## src/rtl/cdvs_pkg.sv

```systemverilog
// ----------------------------------------------------------------------------
// cdvs_pkg: shared types and constants of the value smoother
// Field widths, fixed-point constants, sequencer states, the request structs
// of the bit-serial multiply and divide units, and saturating add/subtract.
// ----------------------------------------------------------------------------
package cdvs_pkg;

	// Field and state widths.
	localparam int VALUE_W   = 32;
	localparam int TDELTA_W  = 16;
	localparam int ELAPSED_W = 24;
	localparam int RATE_W    = 24;
	localparam int FS_W      = 31;
	localparam int FILL_W    = 17;

	// Bit-serial multiplier: A is parallel, B is consumed one bit per cycle.
	localparam int MUL_A_W = 41;
	localparam int MUL_B_W = 25;
	localparam int MUL_P_W = MUL_A_W + MUL_B_W;
	localparam int MUL_R_W = MUL_P_W - 16;
	localparam int MUL_CNT_W = $clog2(MUL_B_W);

	// Restoring divider: one quotient bit per cycle.
	localparam int DIV_N_W = 48;
	localparam int DIV_D_W = 39;
	localparam int DIV_Q_W = 17;
	localparam int DIV_CNT_W = $clog2(DIV_N_W);

	// Polynomial and timing constants.
	localparam int X_W   = 25;
	localparam int X2_W  = 33;
	localparam int X3_W  = 41;
	localparam logic [MUL_B_W-1:0] K_048  = MUL_B_W'(31457);
	localparam logic [MUL_B_W-1:0] K_0235 = MUL_B_W'(15401);
	localparam logic [X_W-1:0] X_MAX = X_W'(1 << 24);
	localparam logic [FILL_W-1:0] ONE_Q16 = FILL_W'(65536);
	localparam logic [ELAPSED_W-1:0] MIN_PERIOD = ELAPSED_W'(1049);
	localparam logic signed [VALUE_W-1:0] VMAX = {1'b0, {(VALUE_W-1){1'b1}}};
	localparam logic signed [VALUE_W-1:0] VMIN = {1'b1, {(VALUE_W-1){1'b0}}};

	// Input kinds and register indexes.
	localparam logic KIND_TICK = 1'b0;
	localparam logic KIND_GOAL = 1'b1;
	localparam logic CFG_DAMPING_RATE = 1'b0;
	localparam logic CFG_FULL_SCALE   = 1'b1;

	typedef enum logic [3:0] {
		ST_IDLE,
		ST_MUL_X,
		ST_MUL_X2,
		ST_MUL_X3,
		ST_MUL_K1,
		ST_MUL_K2,
		ST_DIV_E,
		ST_MUL_A,
		ST_MUL_T,
		ST_MUL_V,
		ST_MUL_V2,
		ST_MUL_O,
		ST_SETTLE,
		ST_FILL,
		ST_FILL_DIV,
		ST_EMIT
	} state_t;

	typedef struct packed {
		logic               start;
		logic [MUL_A_W-1:0] a;
		logic [MUL_B_W-1:0] b;
	} mul_req_t;

	typedef struct packed {
		logic               start;
		logic [DIV_N_W-1:0] n;
		logic [DIV_D_W-1:0] d;
	} div_req_t;

	// Saturating signed add and subtract.
	function automatic logic signed [VALUE_W-1:0] sat_add(
		input logic signed [VALUE_W-1:0] a,
		input logic signed [VALUE_W-1:0] b
	);
		logic signed [VALUE_W:0] s;
		s = {a[VALUE_W-1], a} + {b[VALUE_W-1], b};
		if (s[VALUE_W] != s[VALUE_W-1]) begin
			return s[VALUE_W] ? VMIN : VMAX;
		end
		return s[VALUE_W-1:0];
	endfunction

	function automatic logic signed [VALUE_W-1:0] sat_sub(
		input logic signed [VALUE_W-1:0] a,
		input logic signed [VALUE_W-1:0] b
	);
		logic signed [VALUE_W:0] s;
		s = {a[VALUE_W-1], a} - {b[VALUE_W-1], b};
		if (s[VALUE_W] != s[VALUE_W-1]) begin
			return s[VALUE_W] ? VMIN : VMAX;
		end
		return s[VALUE_W-1:0];
	endfunction

endpackage

```

## src/rtl/cdvs_mul.sv

```systemverilog
// ----------------------------------------------------------------------------
// cdvs_mul: bit-serial shift-add multiplier with rounding
// Takes one bit of B per cycle and returns round(A*B / 2^16), ties up.
// ----------------------------------------------------------------------------
module cdvs_mul (
	input  logic                           clk,
	input  logic                           arst_n,
	input  cdvs_pkg::mul_req_t             req,
	output logic                           done,
	output logic [cdvs_pkg::MUL_R_W-1:0]   res
);

	logic                            run_q;
	logic                            done_q;
	logic [cdvs_pkg::MUL_CNT_W-1:0]  cnt_q;
	logic [cdvs_pkg::MUL_A_W-1:0]    a_q;
	logic [cdvs_pkg::MUL_B_W-1:0]    b_q;
	logic [cdvs_pkg::MUL_P_W-1:0]    acc_q;
	logic [cdvs_pkg::MUL_A_W:0]      hi;

	// Add the partial product into the upper half, then shift right.
	assign hi = {1'b0, acc_q[cdvs_pkg::MUL_P_W-1:cdvs_pkg::MUL_B_W]}
		+ (b_q[0] ? {1'b0, a_q} : '0);

	// Control.
	always_ff @(posedge clk or negedge arst_n) begin
		if (!arst_n) begin
			run_q  <= 1'b0;
			done_q <= 1'b0;
			cnt_q  <= '0;
		end else begin
			done_q <= 1'b0;
			if (req.start) begin
				run_q <= 1'b1;
				cnt_q <= '0;
			end else if (run_q) begin
				cnt_q <= cnt_q + 1'b1;
				if (cnt_q == cdvs_pkg::MUL_CNT_W'(cdvs_pkg::MUL_B_W - 1)) begin
					run_q  <= 1'b0;
					done_q <= 1'b1;
				end
			end
		end
	end

	// Operand and accumulator shift registers.
	always_ff @(posedge clk) begin
		if (req.start) begin
			a_q   <= req.a;
			b_q   <= req.b;
			acc_q <= '0;
		end else if (run_q) begin
			b_q   <= b_q >> 1;
			acc_q <= {hi, acc_q[cdvs_pkg::MUL_B_W-1:1]};
		end
	end

	assign done = done_q;
	assign res  = acc_q[cdvs_pkg::MUL_P_W-1:16] + cdvs_pkg::MUL_R_W'(acc_q[15]);

endmodule

```

## src/rtl/cdvs_div.sv

```systemverilog
// ----------------------------------------------------------------------------
// cdvs_div: restoring divider, one quotient bit per cycle
// Returns the low quotient bits of floor(N / D).
// ----------------------------------------------------------------------------
module cdvs_div (
	input  logic                          clk,
	input  logic                          arst_n,
	input  cdvs_pkg::div_req_t            req,
	output logic                          done,
	output logic [cdvs_pkg::DIV_Q_W-1:0]  quo
);

	logic                            run_q;
	logic                            done_q;
	logic [cdvs_pkg::DIV_CNT_W-1:0]  cnt_q;
	logic [cdvs_pkg::DIV_N_W-1:0]    num_q;
	logic [cdvs_pkg::DIV_D_W-1:0]    den_q;
	logic [cdvs_pkg::DIV_D_W-1:0]    rem_q;
	logic [cdvs_pkg::DIV_Q_W-1:0]    quo_q;
	logic [cdvs_pkg::DIV_D_W:0]      trial;
	logic [cdvs_pkg::DIV_D_W:0]      diff;
	logic                            fits;

	// Trial subtraction of the divisor from the shifted remainder.
	assign trial = {rem_q, num_q[cdvs_pkg::DIV_N_W-1]};
	assign diff  = trial - {1'b0, den_q};
	assign fits  = trial >= {1'b0, den_q};

	// Control.
	always_ff @(posedge clk or negedge arst_n) begin
		if (!arst_n) begin
			run_q  <= 1'b0;
			done_q <= 1'b0;
			cnt_q  <= '0;
		end else begin
			done_q <= 1'b0;
			if (req.start) begin
				run_q <= 1'b1;
				cnt_q <= '0;
			end else if (run_q) begin
				cnt_q <= cnt_q + 1'b1;
				if (cnt_q == cdvs_pkg::DIV_CNT_W'(cdvs_pkg::DIV_N_W - 1)) begin
					run_q  <= 1'b0;
					done_q <= 1'b1;
				end
			end
		end
	end

	// Dividend, remainder and quotient shift registers.
	always_ff @(posedge clk) begin
		if (req.start) begin
			num_q <= req.n;
			den_q <= req.d;
			rem_q <= '0;
			quo_q <= '0;
		end else if (run_q) begin
			num_q <= num_q << 1;
			rem_q <= fits ? diff[cdvs_pkg::DIV_D_W-1:0] : trial[cdvs_pkg::DIV_D_W-1:0];
			quo_q <= {quo_q[cdvs_pkg::DIV_Q_W-2:0], fits};
		end
	end

	assign done = done_q;
	assign quo  = quo_q;

endmodule

```

## src/rtl/critically_damped_value_smoother.sv

```systemverilog
// ----------------------------------------------------------------------------
// critically_damped_value_smoother: spring smoothing of a displayed level
// A tick that does not move goes straight to its result beat; a set-goal item
// or a snap runs the fill step; a full spring step runs ten passes of the
// bit-serial multiplier and one or two divisions.
// One item is worked at a time; the next is taken once the result is queued.
// Reset clears level, goal, velocity, elapsed time and fill; damping rate is
// zero and full scale is 1.0.
// ----------------------------------------------------------------------------
module critically_damped_value_smoother (
	input  logic                                  clk,
	input  logic                                  arst_n,
	input  logic                                  in_valid,
	output logic                                  in_stall,
	input  logic                                  kind,
	input  logic [cdvs_pkg::TDELTA_W-1:0]         time_delta,
	input  logic signed [cdvs_pkg::VALUE_W-1:0]   goal_value,
	output logic                                  out_valid,
	input  logic                                  out_stall,
	output logic signed [cdvs_pkg::VALUE_W-1:0]   level,
	output logic [cdvs_pkg::FILL_W-1:0]           fill_fraction,
	output logic                                  moved,
	input  logic                                  cfg_valid,
	output logic                                  cfg_ready,
	input  logic                                  cfg_index,
	input  logic [cdvs_pkg::FS_W-1:0]             cfg_data
);

	cdvs_pkg::state_t state_q, state_d;

	// Architectural state.
	logic signed [cdvs_pkg::VALUE_W-1:0] cur_q, goal_q, vel_q;
	logic [cdvs_pkg::ELAPSED_W-1:0]      el_q;
	logic [cdvs_pkg::RATE_W-1:0]         w_q;
	logic [cdvs_pkg::FS_W-1:0]           fs_q;
	logic [cdvs_pkg::FILL_W-1:0]         fill_held_q;

	// Step working registers.
	logic [cdvs_pkg::X_W-1:0]            x_q;
	logic [cdvs_pkg::X2_W-1:0]           x2_q;
	logic [cdvs_pkg::X3_W-1:0]           x3_q;
	logic [cdvs_pkg::DIV_D_W-1:0]        den_q;
	logic [cdvs_pkg::DIV_Q_W-1:0]        e_q;
	logic signed [cdvs_pkg::VALUE_W-1:0] chg_q, a_q, temp_q, v1_q, vnew_q, out_q;
	logic signed [cdvs_pkg::VALUE_W-1:0] fill_src_q;
	logic                                moved_q, cfg_fill_q, op_busy_q;

	// Result register.
	logic                                out_valid_q;
	logic signed [cdvs_pkg::VALUE_W-1:0] level_q;
	logic [cdvs_pkg::FILL_W-1:0]         fill_q;
	logic                                moved_out_q;

	cdvs_pkg::mul_req_t                  mul_req;
	cdvs_pkg::div_req_t                  div_req;
	logic                                mul_done, div_done;
	logic [cdvs_pkg::MUL_R_W-1:0]        mul_res;
	logic [cdvs_pkg::DIV_Q_W-1:0]        div_quo;

	logic                                in_acc, cfg_we, emit;
	logic [cdvs_pkg::ELAPSED_W:0]        el_sum;
	logic [cdvs_pkg::ELAPSED_W-1:0]      el_new;
	logic                                step_due;
	logic [cdvs_pkg::FS_W-1:0]           fs_eff;
	logic                                src_low, src_high;
	logic signed [cdvs_pkg::VALUE_W-1:0] op_sel;
	logic                                op_neg;
	logic [cdvs_pkg::VALUE_W-1:0]        op_mag;
	logic [cdvs_pkg::MUL_R_W-1:0]        lim, q_mag;
	logic signed [cdvs_pkg::VALUE_W-1:0] mulq;
	logic [cdvs_pkg::X_W-1:0]            x_clamped;
	logic                                overshoot;
	logic signed [cdvs_pkg::VALUE_W-1:0] settle_lvl;

	// Handshakes.
	assign cfg_ready = (state_q == cdvs_pkg::ST_IDLE);
	assign in_stall  = (state_q != cdvs_pkg::ST_IDLE) || cfg_valid;
	assign in_acc    = in_valid && !in_stall;
	assign cfg_we    = cfg_valid && cfg_ready;
	assign emit      = (state_q == cdvs_pkg::ST_EMIT) && (!out_valid_q || !out_stall);

	// Elapsed time accumulates with saturation.
	assign el_sum   = {1'b0, el_q} + (cdvs_pkg::ELAPSED_W + 1)'(time_delta);
	assign el_new   = el_sum[cdvs_pkg::ELAPSED_W] ? '1 : el_sum[cdvs_pkg::ELAPSED_W-1:0];
	assign step_due = (cur_q != goal_q) && (el_new >= cdvs_pkg::MIN_PERIOD);

	// Fill bounds; a zero full scale acts as one.
	assign fs_eff   = (fs_q == '0) ? cdvs_pkg::FS_W'(1) : fs_q;
	assign src_low  = (fill_src_q <= 0);
	assign src_high = fill_src_q[cdvs_pkg::VALUE_W-2:0] >= fs_eff;

	// Signed operand of the current rounded multiply.
	always_comb begin
		unique case (state_q)
			cdvs_pkg::ST_MUL_A:  op_sel = chg_q;
			cdvs_pkg::ST_MUL_T:  op_sel = a_q;
			cdvs_pkg::ST_MUL_V:  op_sel = temp_q;
			cdvs_pkg::ST_MUL_V2: op_sel = v1_q;
			cdvs_pkg::ST_MUL_O:  op_sel = cdvs_pkg::sat_add(chg_q, temp_q);
			default:             op_sel = '0;
		endcase
	end

	// Sign-magnitude around the unsigned multiplier, saturating the result.
	assign op_neg = op_sel[cdvs_pkg::VALUE_W-1];
	assign op_mag = op_neg ? -op_sel : op_sel;
	assign lim    = op_neg ? cdvs_pkg::MUL_R_W'(64'h8000_0000)
		: cdvs_pkg::MUL_R_W'(64'h7FFF_FFFF);
	assign q_mag  = (mul_res > lim) ? lim : mul_res;
	assign mulq   = op_neg ? -q_mag[cdvs_pkg::VALUE_W-1:0] : q_mag[cdvs_pkg::VALUE_W-1:0];

	assign x_clamped = (mul_res > cdvs_pkg::MUL_R_W'(cdvs_pkg::X_MAX))
		? cdvs_pkg::X_MAX : mul_res[cdvs_pkg::X_W-1:0];

	// Overshoot pins the level to the goal.
	assign overshoot  = (goal_q > cur_q) == (out_q > goal_q);
	assign settle_lvl = overshoot ? goal_q : out_q;

	// State register.
	always_ff @(posedge clk or negedge arst_n) begin
		if (!arst_n) begin
			state_q <= cdvs_pkg::ST_IDLE;
		end else begin
			state_q <= state_d;
		end
	end

	// Sequencer: next state and unit requests.
	always_comb begin
		state_d = state_q;
		mul_req = '0;
		div_req = '0;
		unique case (state_q)
			cdvs_pkg::ST_IDLE: begin
				if (cfg_we && cfg_index == cdvs_pkg::CFG_FULL_SCALE) begin
					state_d = cdvs_pkg::ST_FILL;
				end else if (in_acc) begin
					if (kind == cdvs_pkg::KIND_GOAL) begin
						state_d = cdvs_pkg::ST_FILL;
					end else if (step_due) begin
						state_d = (w_q == '0) ? cdvs_pkg::ST_FILL : cdvs_pkg::ST_MUL_X;
					end else begin
						state_d = cdvs_pkg::ST_EMIT;
					end
				end
			end
			cdvs_pkg::ST_MUL_X: begin
				mul_req.a = cdvs_pkg::MUL_A_W'(w_q);
				mul_req.b = cdvs_pkg::MUL_B_W'(el_q);
				if (mul_done) state_d = cdvs_pkg::ST_MUL_X2;
			end
			cdvs_pkg::ST_MUL_X2: begin
				mul_req.a = cdvs_pkg::MUL_A_W'(x_q);
				mul_req.b = x_q;
				if (mul_done) state_d = cdvs_pkg::ST_MUL_X3;
			end
			cdvs_pkg::ST_MUL_X3: begin
				mul_req.a = cdvs_pkg::MUL_A_W'(x2_q);
				mul_req.b = x_q;
				if (mul_done) state_d = cdvs_pkg::ST_MUL_K1;
			end
			cdvs_pkg::ST_MUL_K1: begin
				mul_req.a = cdvs_pkg::MUL_A_W'(x2_q);
				mul_req.b = cdvs_pkg::K_048;
				if (mul_done) state_d = cdvs_pkg::ST_MUL_K2;
			end
			cdvs_pkg::ST_MUL_K2: begin
				mul_req.a = x3_q;
				mul_req.b = cdvs_pkg::K_0235;
				if (mul_done) state_d = cdvs_pkg::ST_DIV_E;
			end
			cdvs_pkg::ST_DIV_E: begin
				div_req.n = cdvs_pkg::DIV_N_W'(64'h1_0000_0000)
					+ cdvs_pkg::DIV_N_W'(den_q >> 1);
				div_req.d = den_q;
				if (div_done) state_d = cdvs_pkg::ST_MUL_A;
			end
			cdvs_pkg::ST_MUL_A: begin
				mul_req.a = cdvs_pkg::MUL_A_W'(op_mag);
				mul_req.b = cdvs_pkg::MUL_B_W'(w_q);
				if (mul_done) state_d = cdvs_pkg::ST_MUL_T;
			end
			cdvs_pkg::ST_MUL_T: begin
				mul_req.a = cdvs_pkg::MUL_A_W'(op_mag);
				mul_req.b = cdvs_pkg::MUL_B_W'(el_q);
				if (mul_done) state_d = cdvs_pkg::ST_MUL_V;
			end
			cdvs_pkg::ST_MUL_V: begin
				mul_req.a = cdvs_pkg::MUL_A_W'(op_mag);
				mul_req.b = cdvs_pkg::MUL_B_W'(w_q);
				if (mul_done) state_d = cdvs_pkg::ST_MUL_V2;
			end
			cdvs_pkg::ST_MUL_V2: begin
				mul_req.a = cdvs_pkg::MUL_A_W'(op_mag);
				mul_req.b = cdvs_pkg::MUL_B_W'(e_q);
				if (mul_done) state_d = cdvs_pkg::ST_MUL_O;
			end
			cdvs_pkg::ST_MUL_O: begin
				mul_req.a = cdvs_pkg::MUL_A_W'(op_mag);
				mul_req.b = cdvs_pkg::MUL_B_W'(e_q);
				if (mul_done) state_d = cdvs_pkg::ST_SETTLE;
			end
			cdvs_pkg::ST_SETTLE: begin
				state_d = cdvs_pkg::ST_FILL;
			end
			cdvs_pkg::ST_FILL: begin
				if (src_low || src_high) begin
					state_d = cfg_fill_q ? cdvs_pkg::ST_IDLE : cdvs_pkg::ST_EMIT;
				end else begin
					state_d = cdvs_pkg::ST_FILL_DIV;
				end
			end
			cdvs_pkg::ST_FILL_DIV: begin
				div_req.n = cdvs_pkg::DIV_N_W'(fill_src_q[cdvs_pkg::VALUE_W-2:0]) << 16;
				div_req.d = cdvs_pkg::DIV_D_W'(fs_eff);
				if (div_done) begin
					state_d = cfg_fill_q ? cdvs_pkg::ST_IDLE : cdvs_pkg::ST_EMIT;
				end
			end
			cdvs_pkg::ST_EMIT: begin
				if (emit) state_d = cdvs_pkg::ST_IDLE;
			end
			default: state_d = cdvs_pkg::ST_IDLE;
		endcase

		// Launch the unit once on entry to a unit state.
		unique case (state_q)
			cdvs_pkg::ST_MUL_X, cdvs_pkg::ST_MUL_X2, cdvs_pkg::ST_MUL_X3,
			cdvs_pkg::ST_MUL_K1, cdvs_pkg::ST_MUL_K2, cdvs_pkg::ST_MUL_A,
			cdvs_pkg::ST_MUL_T, cdvs_pkg::ST_MUL_V, cdvs_pkg::ST_MUL_V2,
			cdvs_pkg::ST_MUL_O: mul_req.start = !op_busy_q;
			cdvs_pkg::ST_DIV_E, cdvs_pkg::ST_FILL_DIV: div_req.start = !op_busy_q;
			default: begin
				mul_req.start = 1'b0;
				div_req.start = 1'b0;
			end
		endcase
	end

	cdvs_mul u_mul (
		.clk    (clk),
		.arst_n (arst_n),
		.req    (mul_req),
		.done   (mul_done),
		.res    (mul_res)
	);

	cdvs_div u_div (
		.clk    (clk),
		.arst_n (arst_n),
		.req    (div_req),
		.done   (div_done),
		.quo    (div_quo)
	);

	// Architectural state and control flags.
	always_ff @(posedge clk or negedge arst_n) begin
		if (!arst_n) begin
			cur_q       <= '0;
			goal_q      <= '0;
			vel_q       <= '0;
			el_q        <= '0;
			w_q         <= '0;
			fs_q        <= cdvs_pkg::FS_W'(65536);
			fill_held_q <= '0;
			moved_q     <= 1'b0;
			cfg_fill_q  <= 1'b0;
			op_busy_q   <= 1'b0;
		end else begin
			if (mul_req.start || div_req.start) begin
				op_busy_q <= 1'b1;
			end else if (mul_done || div_done) begin
				op_busy_q <= 1'b0;
			end

			if (cfg_we) begin
				unique case (cfg_index)
					cdvs_pkg::CFG_DAMPING_RATE: w_q <= cfg_data[cdvs_pkg::RATE_W-1:0];
					cdvs_pkg::CFG_FULL_SCALE: begin
						fs_q       <= cfg_data;
						cfg_fill_q <= 1'b1;
					end
				endcase
			end else if (in_acc) begin
				cfg_fill_q <= 1'b0;
				if (kind == cdvs_pkg::KIND_GOAL) begin
					goal_q  <= goal_value;
					moved_q <= 1'b0;
				end else if (step_due) begin
					moved_q <= 1'b1;
					if (w_q == '0) begin
						cur_q <= goal_q;
						el_q  <= '0;
					end else begin
						el_q <= el_new;
					end
				end else begin
					el_q    <= el_new;
					moved_q <= 1'b0;
				end
			end

			// Close a spring step.
			if (state_q == cdvs_pkg::ST_SETTLE) begin
				cur_q <= settle_lvl;
				vel_q <= overshoot ? '0 : vnew_q;
				el_q  <= '0;
			end

			// Fill fraction from the chosen source.
			if (state_q == cdvs_pkg::ST_FILL) begin
				if (src_low) begin
					fill_held_q <= '0;
				end else if (src_high) begin
					fill_held_q <= cdvs_pkg::ONE_Q16;
				end
			end
			if (state_q == cdvs_pkg::ST_FILL_DIV && div_done) begin
				fill_held_q <= div_quo;
			end
		end
	end

	// Step working registers.
	always_ff @(posedge clk) begin
		if (cfg_we) begin
			fill_src_q <= goal_q;
		end else if (in_acc) begin
			chg_q      <= cdvs_pkg::sat_sub(cur_q, goal_q);
			fill_src_q <= (kind == cdvs_pkg::KIND_GOAL) ? goal_value : goal_q;
		end
		if (state_q == cdvs_pkg::ST_SETTLE) begin
			fill_src_q <= settle_lvl;
		end
		if (mul_done) begin
			unique case (state_q)
				cdvs_pkg::ST_MUL_X:  x_q  <= x_clamped;
				cdvs_pkg::ST_MUL_X2: x2_q <= mul_res[cdvs_pkg::X2_W-1:0];
				cdvs_pkg::ST_MUL_X3: x3_q <= mul_res[cdvs_pkg::X3_W-1:0];
				cdvs_pkg::ST_MUL_K1: den_q <= cdvs_pkg::DIV_D_W'(65536)
					+ cdvs_pkg::DIV_D_W'(x_q) + cdvs_pkg::DIV_D_W'(mul_res);
				cdvs_pkg::ST_MUL_K2: den_q <= den_q + cdvs_pkg::DIV_D_W'(mul_res);
				cdvs_pkg::ST_MUL_A:  a_q    <= cdvs_pkg::sat_add(vel_q, mulq);
				cdvs_pkg::ST_MUL_T:  temp_q <= mulq;
				cdvs_pkg::ST_MUL_V:  v1_q   <= cdvs_pkg::sat_sub(vel_q, mulq);
				cdvs_pkg::ST_MUL_V2: vnew_q <= mulq;
				cdvs_pkg::ST_MUL_O:  out_q  <= cdvs_pkg::sat_add(goal_q, mulq);
				default: ;
			endcase
		end
		if (state_q == cdvs_pkg::ST_DIV_E && div_done) begin
			e_q <= div_quo;
		end
	end

	// Output register: a result beat waits here while the next item runs.
	always_ff @(posedge clk or negedge arst_n) begin
		if (!arst_n) begin
			out_valid_q <= 1'b0;
		end else if (emit) begin
			out_valid_q <= 1'b1;
		end else if (!out_stall) begin
			out_valid_q <= 1'b0;
		end
	end

	always_ff @(posedge clk) begin
		if (emit) begin
			level_q     <= cur_q;
			fill_q      <= fill_held_q;
			moved_out_q <= moved_q;
		end
	end

	assign out_valid     = out_valid_q;
	assign level         = level_q;
	assign fill_fraction = fill_q;
	assign moved         = moved_out_q;

`ifndef NO_ASSERTIONS
	// A unit only finishes work that the sequencer launched.
	a_done_busy: assert property (@(posedge clk) disable iff (!arst_n)
		(mul_done || div_done) |-> op_busy_q)
		else $error("unit done without a pending request");

	// The held fill never exceeds one.
	a_fill_range: assert property (@(posedge clk) disable iff (!arst_n)
		fill_held_q <= cdvs_pkg::ONE_Q16)
		else $error("fill fraction above one");

	// A queued result beat is presented on the next cycle.
	a_emit_valid: assert property (@(posedge clk) disable iff (!arst_n)
		emit |=> out_valid)
		else $error("result beat lost after emit");

	// Only one unit runs at a time.
	a_one_unit: assert property (@(posedge clk) disable iff (!arst_n)
		!(mul_req.start && div_req.start))
		else $error("multiplier and divider launched together");
`endif

endmodule
```

## config.mk

```make
export PLATFORM = sky130hd
export DESIGN_NAME = critically_damped_value_smoother
export DESIGN_NICKNAME = d
export VERILOG_FILES = /design/src/rtl/cdvs_pkg.sv /design/src/rtl/cdvs_mul.sv /design/src/rtl/cdvs_div.sv /design/src/rtl/critically_damped_value_smoother.sv
export SDC_FILE = /design/constraint.sdc
export NUM_CORES = 2
export LEC_CHECK = 0
export BUFFER_PORTS_ARGS = -buffer_cell sky130_fd_sc_hd__buf_2
export CELL_PAD_IN_SITES_DETAIL_PLACEMENT = 0
export CELL_PAD_IN_SITES_GLOBAL_PLACEMENT = 2
export CORE_MARGIN = 4
export CORE_UTILIZATION = 30
export DETAILED_ROUTE_END_ITERATION = 12
export GPL_TIMING_DRIVEN = 0
export HOLD_SLACK_MARGIN = 0.08
export MAX_ROUTING_LAYER = met4
export PLACE_DENSITY_LB_ADDON = 0.1
export SETUP_SLACK_MARGIN = 0.4
export SYNTH_ARGS = -nofsm -noshare
export SYNTH_HDL_FRONTEND = slang
export SYNTH_HIERARCHICAL = 1
export SYNTH_SLANG_ARGS = --single-unit
```

## constraint.sdc

```tcl
create_clock -name clk -period 15.35 [get_ports clk]
set_input_delay 3.07 -clock clk [delete_from_list [all_inputs] [get_ports clk]]
set_output_delay 3.07 -clock clk [all_outputs]
set_load 0.03 [all_outputs]
```

## Yosys cells after proc, flatten, opt, wreduce, memory -nomap -nowiden

Cells that the tools add are included.

- Input bits: 86
- Bits in registers: 919
- Output and inout port bits: 53

- Multiplexer cells: 115
- Magnitude comparators: 8
- Eq/ne operators: 42
- Bitwise gates (word level): 2
- Add/subtract/negate cells: 17
- Reductions and logical operators: 52

Operator list:

| kind | number |
|---|---|
| $mux W32 | 31 |
| $pmux W66 S8 | 1 |
| $pmux W86 S2 | 1 |
| $mux W24 | 7 |
| $pmux W32 S5 | 1 |
| $add A32 B32 Y33 | 3 |
| $mux W48 | 2 |
| $mux W4 | 20 |
| $pmux W39 S2 | 1 |
| $mux W17 | 4 |
| $sub A32 B32 Y33 | 2 |
| $gt A32 B32 Y1 | 2 |
| $neg A32 Y32 | 2 |
| $pmux W4 S16 | 1 |
| $add A50 B1 Y50 | 1 |
| $gt A50 B25 Y1 const B | 1 |
| $gt A50 B32 Y1 | 1 |
| $mux W25 | 2 |
| $add A41 B42 Y42 | 1 |
| $mux W41 | 1 |
| $ge A40 B39 Y1 | 1 |
| $add A26 B39 Y39 | 1 |
| $add A33 B38 Y39 const A | 1 |
| $add A39 B39 Y39 | 1 |
| 41 further kinds | 147 |

## Depth between registers and ports, before layout

- Depth in word-level cells: 17
- Gate-level depth with buffers: 57

## Hierarchy

Netlist, hierarchy kept.

By module, submodules not included:

| module | area each (um^2) | sequential area each (um^2) | instances | cells an instance |
|---|---|---|---|---|
| critically_damped_value_smoother | 43887.1 | 17888.4 | 1 | 4421 |
| cdvs_div | 8650.8 | 3933.8 | 1 | 841 |
| cdvs_mul | 7746.2 | 3178.0 | 1 | 811 |

## Worst setup path before layout

No wires, ideal clock.

- Path type: reg2reg
- Start point: register chg_q[3] in the netlist's numbering
- End point: register, netlist name a_q[10]
- Slack: 3908 ps
- Path buffers: 8
- Library setup time: 270 ps
- Cell stages (with the launch flop): 53
- Data arrival time: 11172 ps
- Data required time: 15080 ps
- Cells stage by stage: edfxtp_1 -> ha_1 -> and3_4 -> a22o_1 -> o211a_1 -> or4_4 -> nand4_1 -> o2bb2ai_1 -> o21bai_1 -> a21oi_1 -> xnor2_1 -> inv_1 -> ha_1 -> or2_2 -> mux4_2 -> a22o_1 -> clkbuf_1 -> clkbuf_1 -> [17 not listed] -> clkbuf_1 -> a21oi_1 -> o31ai_1 -> xor2_1 -> a21oi_1 -> ha_1 -> clkbuf_1 -> and3_1 -> nand3_1 -> or4_1 -> nand3_1 -> a221o_1 -> a41o_1 -> a31oi_2 -> xnor2_2 -> nand2_2 -> clkbuf_1 -> o21ai_0

RTL lines:

| element | line | RTL |
|---|---|---|
| start, declared | critically_damped_value_smoother.sv:44 | `logic signed [cdvs_pkg::VALUE_W-1:0] chg_q, a_q, temp_q, v1_q, vnew_q, out_q;` |
| start signal, assigned | critically_damped_value_smoother.sv:329 | `chg_q <= cdvs_pkg::sat_sub(cur_q, goal_q);` |

## Worst setup path after layout

- Start point: register chg_q[8] in the netlist's numbering
- End point: register v1_q[6] in the netlist's numbering (data pin)

- Cells in the longest elaborated chain, start to end: 17
- Elaborated cells on any way between the ends: 21
- Those cells by class: add/sub (3); order compare (1); eq/ne (2); mux (15)

Ends and longest elaborated chain:

| element | line | RTL |
|---|---|---|
| $add A32 B32 Y33 * | cdvs_pkg.sv:84 | `s = {a[VALUE_W-1], a} + {b[VALUE_W-1], b};` |
| $ne A1 B1 Y1 | cdvs_pkg.sv:85 | `if (s[VALUE_W] != s[VALUE_W-1]) begin` |
| $mux W1 | cdvs_pkg.sv:85 |  |
| $mux W1 | critically_damped_value_smoother.sv:94 | `unique case (state_q)` |
| $mux W32 * | cdvs_pkg.sv:88 | `return s[VALUE_W-1:0];` |
| $pmux W32 S5 * | critically_damped_value_smoother.sv:94 |  |
| $mux W32 | critically_damped_value_smoother.sv:107 | `assign lim = op_neg ? cdvs_pkg::MUL_R_W'(64'h8000_0000)` |
| $gt A50 B32 Y1 | critically_damped_value_smoother.sv:109 | `assign q_mag = (mul_res > lim) ? lim : mul_res;` |
| [2 not listed] | -- |  |
| $mux W32 * | critically_damped_value_smoother.sv:110 | `assign mulq = op_neg ? -q_mag[cdvs_pkg::VALUE_W-1:0] : q_mag[cdvs_pkg::VALUE_W-1:0];` |
| net mulq (one bit) | critically_damped_value_smoother.sv:70 | `logic signed [cdvs_pkg::VALUE_W-1:0] mulq;` |
| $sub A32 B32 Y33 * | cdvs_pkg.sv:96 | `s = {a[VALUE_W-1], a} - {b[VALUE_W-1], b};` |
| $ne A1 B1 Y1 | cdvs_pkg.sv:97 | `if (s[VALUE_W] != s[VALUE_W-1]) begin` |
| $mux W1 | cdvs_pkg.sv:97 |  |
| $mux W1 | critically_damped_value_smoother.sv:336 | `unique case (state_q)` |
| $mux W1 | critically_damped_value_smoother.sv:335 | `if (mul_done) begin` |
| $mux W32 * | cdvs_pkg.sv:100 | `return s[VALUE_W-1:0];` |
| end signal, assigned | critically_damped_value_smoother.sv:345 | `cdvs_pkg::ST_MUL_V: v1_q <= cdvs_pkg::sat_sub(vel_q, mulq);` |
| end, declared | critically_damped_value_smoother.sv:44 |  |

The timed path passes the listed nets; every way through them passes the cells marked *. The select of a mux whose other input is x is not followed.
A chain may end at the register's enable or synchronous reset.

==> results.txt <==
Status: finished clean
GR Overflow Total: 0
Most common library cell in the layout ignoring fill and taps: edfxtp_1
Core Area: 0.200 mm2
Slew Viols, Final: 0
CP endpoint kind: flip-flop
Max-cap check violation count: 0
GPL Wtd Cong: 0.935
Drt total wl: 264000 um
GRT Util Overall: 0.253
Mean Syn Cell Area: 9.93 um2
Synth area leaders: edfxtp_1 (29%), ha_1 (9.4%), dfrtp_1 (8.9%), a21oi_1 (3.7%), dfxtp_1 (3.6%)
Crit-path max FO: 11
Register area share after synthesis: 0.415
Final setup fails: 0
Max IR drop VDD: 0.000111 V
Initial antenna violation count: 15
Syn nets: 6620
Clk root buf: clkbuf_16
H-Tree Level Count: 3
Hold Slack: 0.449 ns
Worst Setup SP: chg_q[8]$_DFFE_PP_
Area Growth Syn to Fin: 15.2%
Synth unique cells: 134
Cell mode on critical path: ha_1
Fmax: 70.0 MHz
Synth top area share: 0.290
FF-to-FF path depth: 53
Hold Startpoint: fill_held_q[9]$_DFFE_PN0P_
Req. time, crit path: 15.94 ns
Tot Pwr: 16.4 mW
Largest net degree at the start of global routing: 84
Layout cells sized above 1: 0.129
Leak: 28.2 nW
# clock sinks: 904
DIE AREA: 0.208 mm2
Ys async rst share: 0.238
Worst min path class: reg -> reg
Syn Std Cell Area: 0.0603 mm2
Power Density: 237 mW/mm2
Worst Hold Depth: 0
First-pass GRT wire length: 374000 um
EDFF count, synth: 582
Util after Layout: 0.347
Avg WL per Cell: 28.9 um
Number of global-route vias before repair: 49.5k
TritonRoute pass-1 iters: 10
Most used flip-flop cell after synthesis: edfxtp_1
Row count: 164
Routed Antenna Nets: 0
Placed Cells: 8916
Worst Setup Path Type: reg -> reg
RSZ-0062 raised after global routing: false
FF-to-FF setup slack: 1.06 ns
Final hold violation count: 0
Die height: 456 um
Tmin final: 14.29 ns
Avg Vias per Cell: 5.47
DRC: 0
Clock Skews: 0.0399 ns
Yosys reg bits: 904
Hold EP: fill_fraction[9]$_DFFE_PP_
CP max-delay cell: or4_4
Worst R2R Start: chg_q[8]$_DFFE_PP_
Data arrival, critical path: 14.88 ns
Buffers on Ports: 138
CTS Buf Count: 112
Synth warn: 6
CTS Buffer Depth: 3
Clk pin slew, worst setup/hold paths: 0.06 ns
Final HPWL DP: 213000 um
Final #Nets: 6921
Die width: 456 um
Drt initial violations: 4342
Synth area leader: edfxtp_1
Io pins: 139
Clk_lat worst skew: 0.79 ns
Total number of vias: 50.0k
Worst slew pin tran: 1.43 ns
Final period util: 0.931
TritonCTS clock tree: done
Commonest non-fill, non-tap cells in the layout: edfxtp_1 (582), nand2_1 (464), ha_1 (451), a21oi_1 (438), nor2_1 (428)
Slowest stage delay, CP: 0.59 ns
Post-route insts no fill: 9135
Max_slew headroom: 0.0450
Initial Util: 0.302
CP Launch Type: flip-flop
Worst R2R End: v1_q[6]$_DFFE_PP_
Post-Synthesis Cells: 6073
==> worst max-delay path by stage <==
stage | cells after the start | slack [ns] | endpoint
global placement | 55 | -1.08 | v1_q[6]$_DFFE_PP_
floorplan | 52 | 3.91 | a_q[10]$_DFFE_PP_
global route | 53 | 0.40 | v1_q[9]$_DFFE_PP_
finish | 53 | 1.06 | v1_q[6]$_DFFE_PP_
CTS | 51 | 0.43 | a_q[6]$_DFFE_PP_
detailed placement | 50 | -0.42 | a_q[6]$_DFFE_PP_
==> logic make-up (layout without fill, tap and decap cells) <==
family	count (synthesis)	after routing	share of synthesized area
and+or+nand+nor	1773	1773	0.147
AOI/OAI and AO/OA	1754	1754	0.203
DFF	904	904	0.415
buffers and inverters	546	947	0.0364
adders and majority gates	490	490	0.102
xor gates and xnor gates	344	344	0.0502
muxes	261	261	0.0470
other	1	6	0.0000622
==> cells in the mapped netlist, types with 19 or more instances <==
library cell	number
a21o_1	199
and2_1	104
a222oi_1	32
buf_1	19
nor2_1	432
nand2_1	464
nand2b_1	58
o221a_2	45
or3_1	78
nor3_1	95
a22o_1	72
ha_1	451
o21a_1	65
o21ai_1	29
a22oi_1	56
o31ai_1	35
a21oi_1	447
o21ai_0	316
nor4_1	55
a221o_1	27
a311oi_2	21
o221a_1	20
and3_1	101
mux2_2	164
xor2_1	125
dfxtp_1	107
maj3_1	29
a31oi_1	65
o21bai_1	46
or2_2	28
o211ai_1	23
xnor2_1	217
a211oi_1	29
nand4_1	75
dfrtp_1	214
edfxtp_1	582
clkbuf_1	198
mux2i_1	95
nand3_1	119
buf_2	42
inv_1	271
nor2b_1	62
==> critical path, delay by kind of cell, from the launching register on <==
family                   cells  cell delay [ns]
multiplexers                 1             0.45
flip-flops                   1             0.58
AO/OA/AOI/OAI               21             4.91
adder cells (fa/ha/maj)      5             1.38
buffers and inverters       13             3.33
XOR/XNOR                     2             0.62
AND/OR/NAND/NOR             11             2.82
==> state kept, by name (all words and copies together), names as in the netlist, 24 cells and up <==
name and count:
u_mul/acc_q 51, u_div/num_q 48, u_mul/a_q 41, x3_q 41, den_q 39, u_div/den_q 39
u_div/rem_q 39, x2_q 33, a_q 32, chg_q 32, cur_q 32, fill_src_q 32
goal_q 32, level 32, out_q 32, temp_q 32, v1_q 32, vel_q 32
vnew_q 32, fs_q 31, u_mul/b_q 25, x_q 25, el_q 24, w_q 24
==> through the flow <==
| step | worst slack, ns | TNS, ns | cell area (um2) |
|---|---|---|---|
| finish | 1.06 | 0 | 69400 |
| global route | 0.400 | 0 | 69400 |
| CTS | 0.433 | 0 | 69300 |
| detailed placement | -0.421 | -11.56 | 65400 |
| global placement | -1.08 | -72.50 | 64300 |
| floorplan | 3.91 | 0 | 60300 |
==> where the power goes <==
group	leakage, nW	internal [mW]	switching, mW
logic	17.3	3.42	5.84
clock network	1.91	1.67	1.18
registers	9.06	3.58	0.742
==> layer usage <==
layer	part of all wire	GRT usage	wire (um)	vias to the layer above
met2	0.47	0.407	123000	1333
li1	-	-	-	23400
met1	0.45	0.333	119000	24900
met5	0	-	0	-
met3	0.041	0.0271	10900	339
met4	0.042	0.0903	11000	0
==> repair_timing <==
action / CTS / global route
endpoints found under the setup margin: 94 / 96
buffers inserted: 0 / 0
hold buffers: 0 / 0
resized for setup: 6 / 18
==> area by class of cell <==
type                            count  area, um2
Fill cell                       20600     130000
Multi-Input combinational cell   4623      33500
Sequential cell                   904      25000
Tap cell                         2656       3320
Clock buffer                      151       3120
Timing Repair Buffer              187       1500
Buffer                            275       1180
Inverter                          271       1020
Clock inverter                     63        792
Antenna cell                        5       12.5
(Power assumes the default switching activity.)
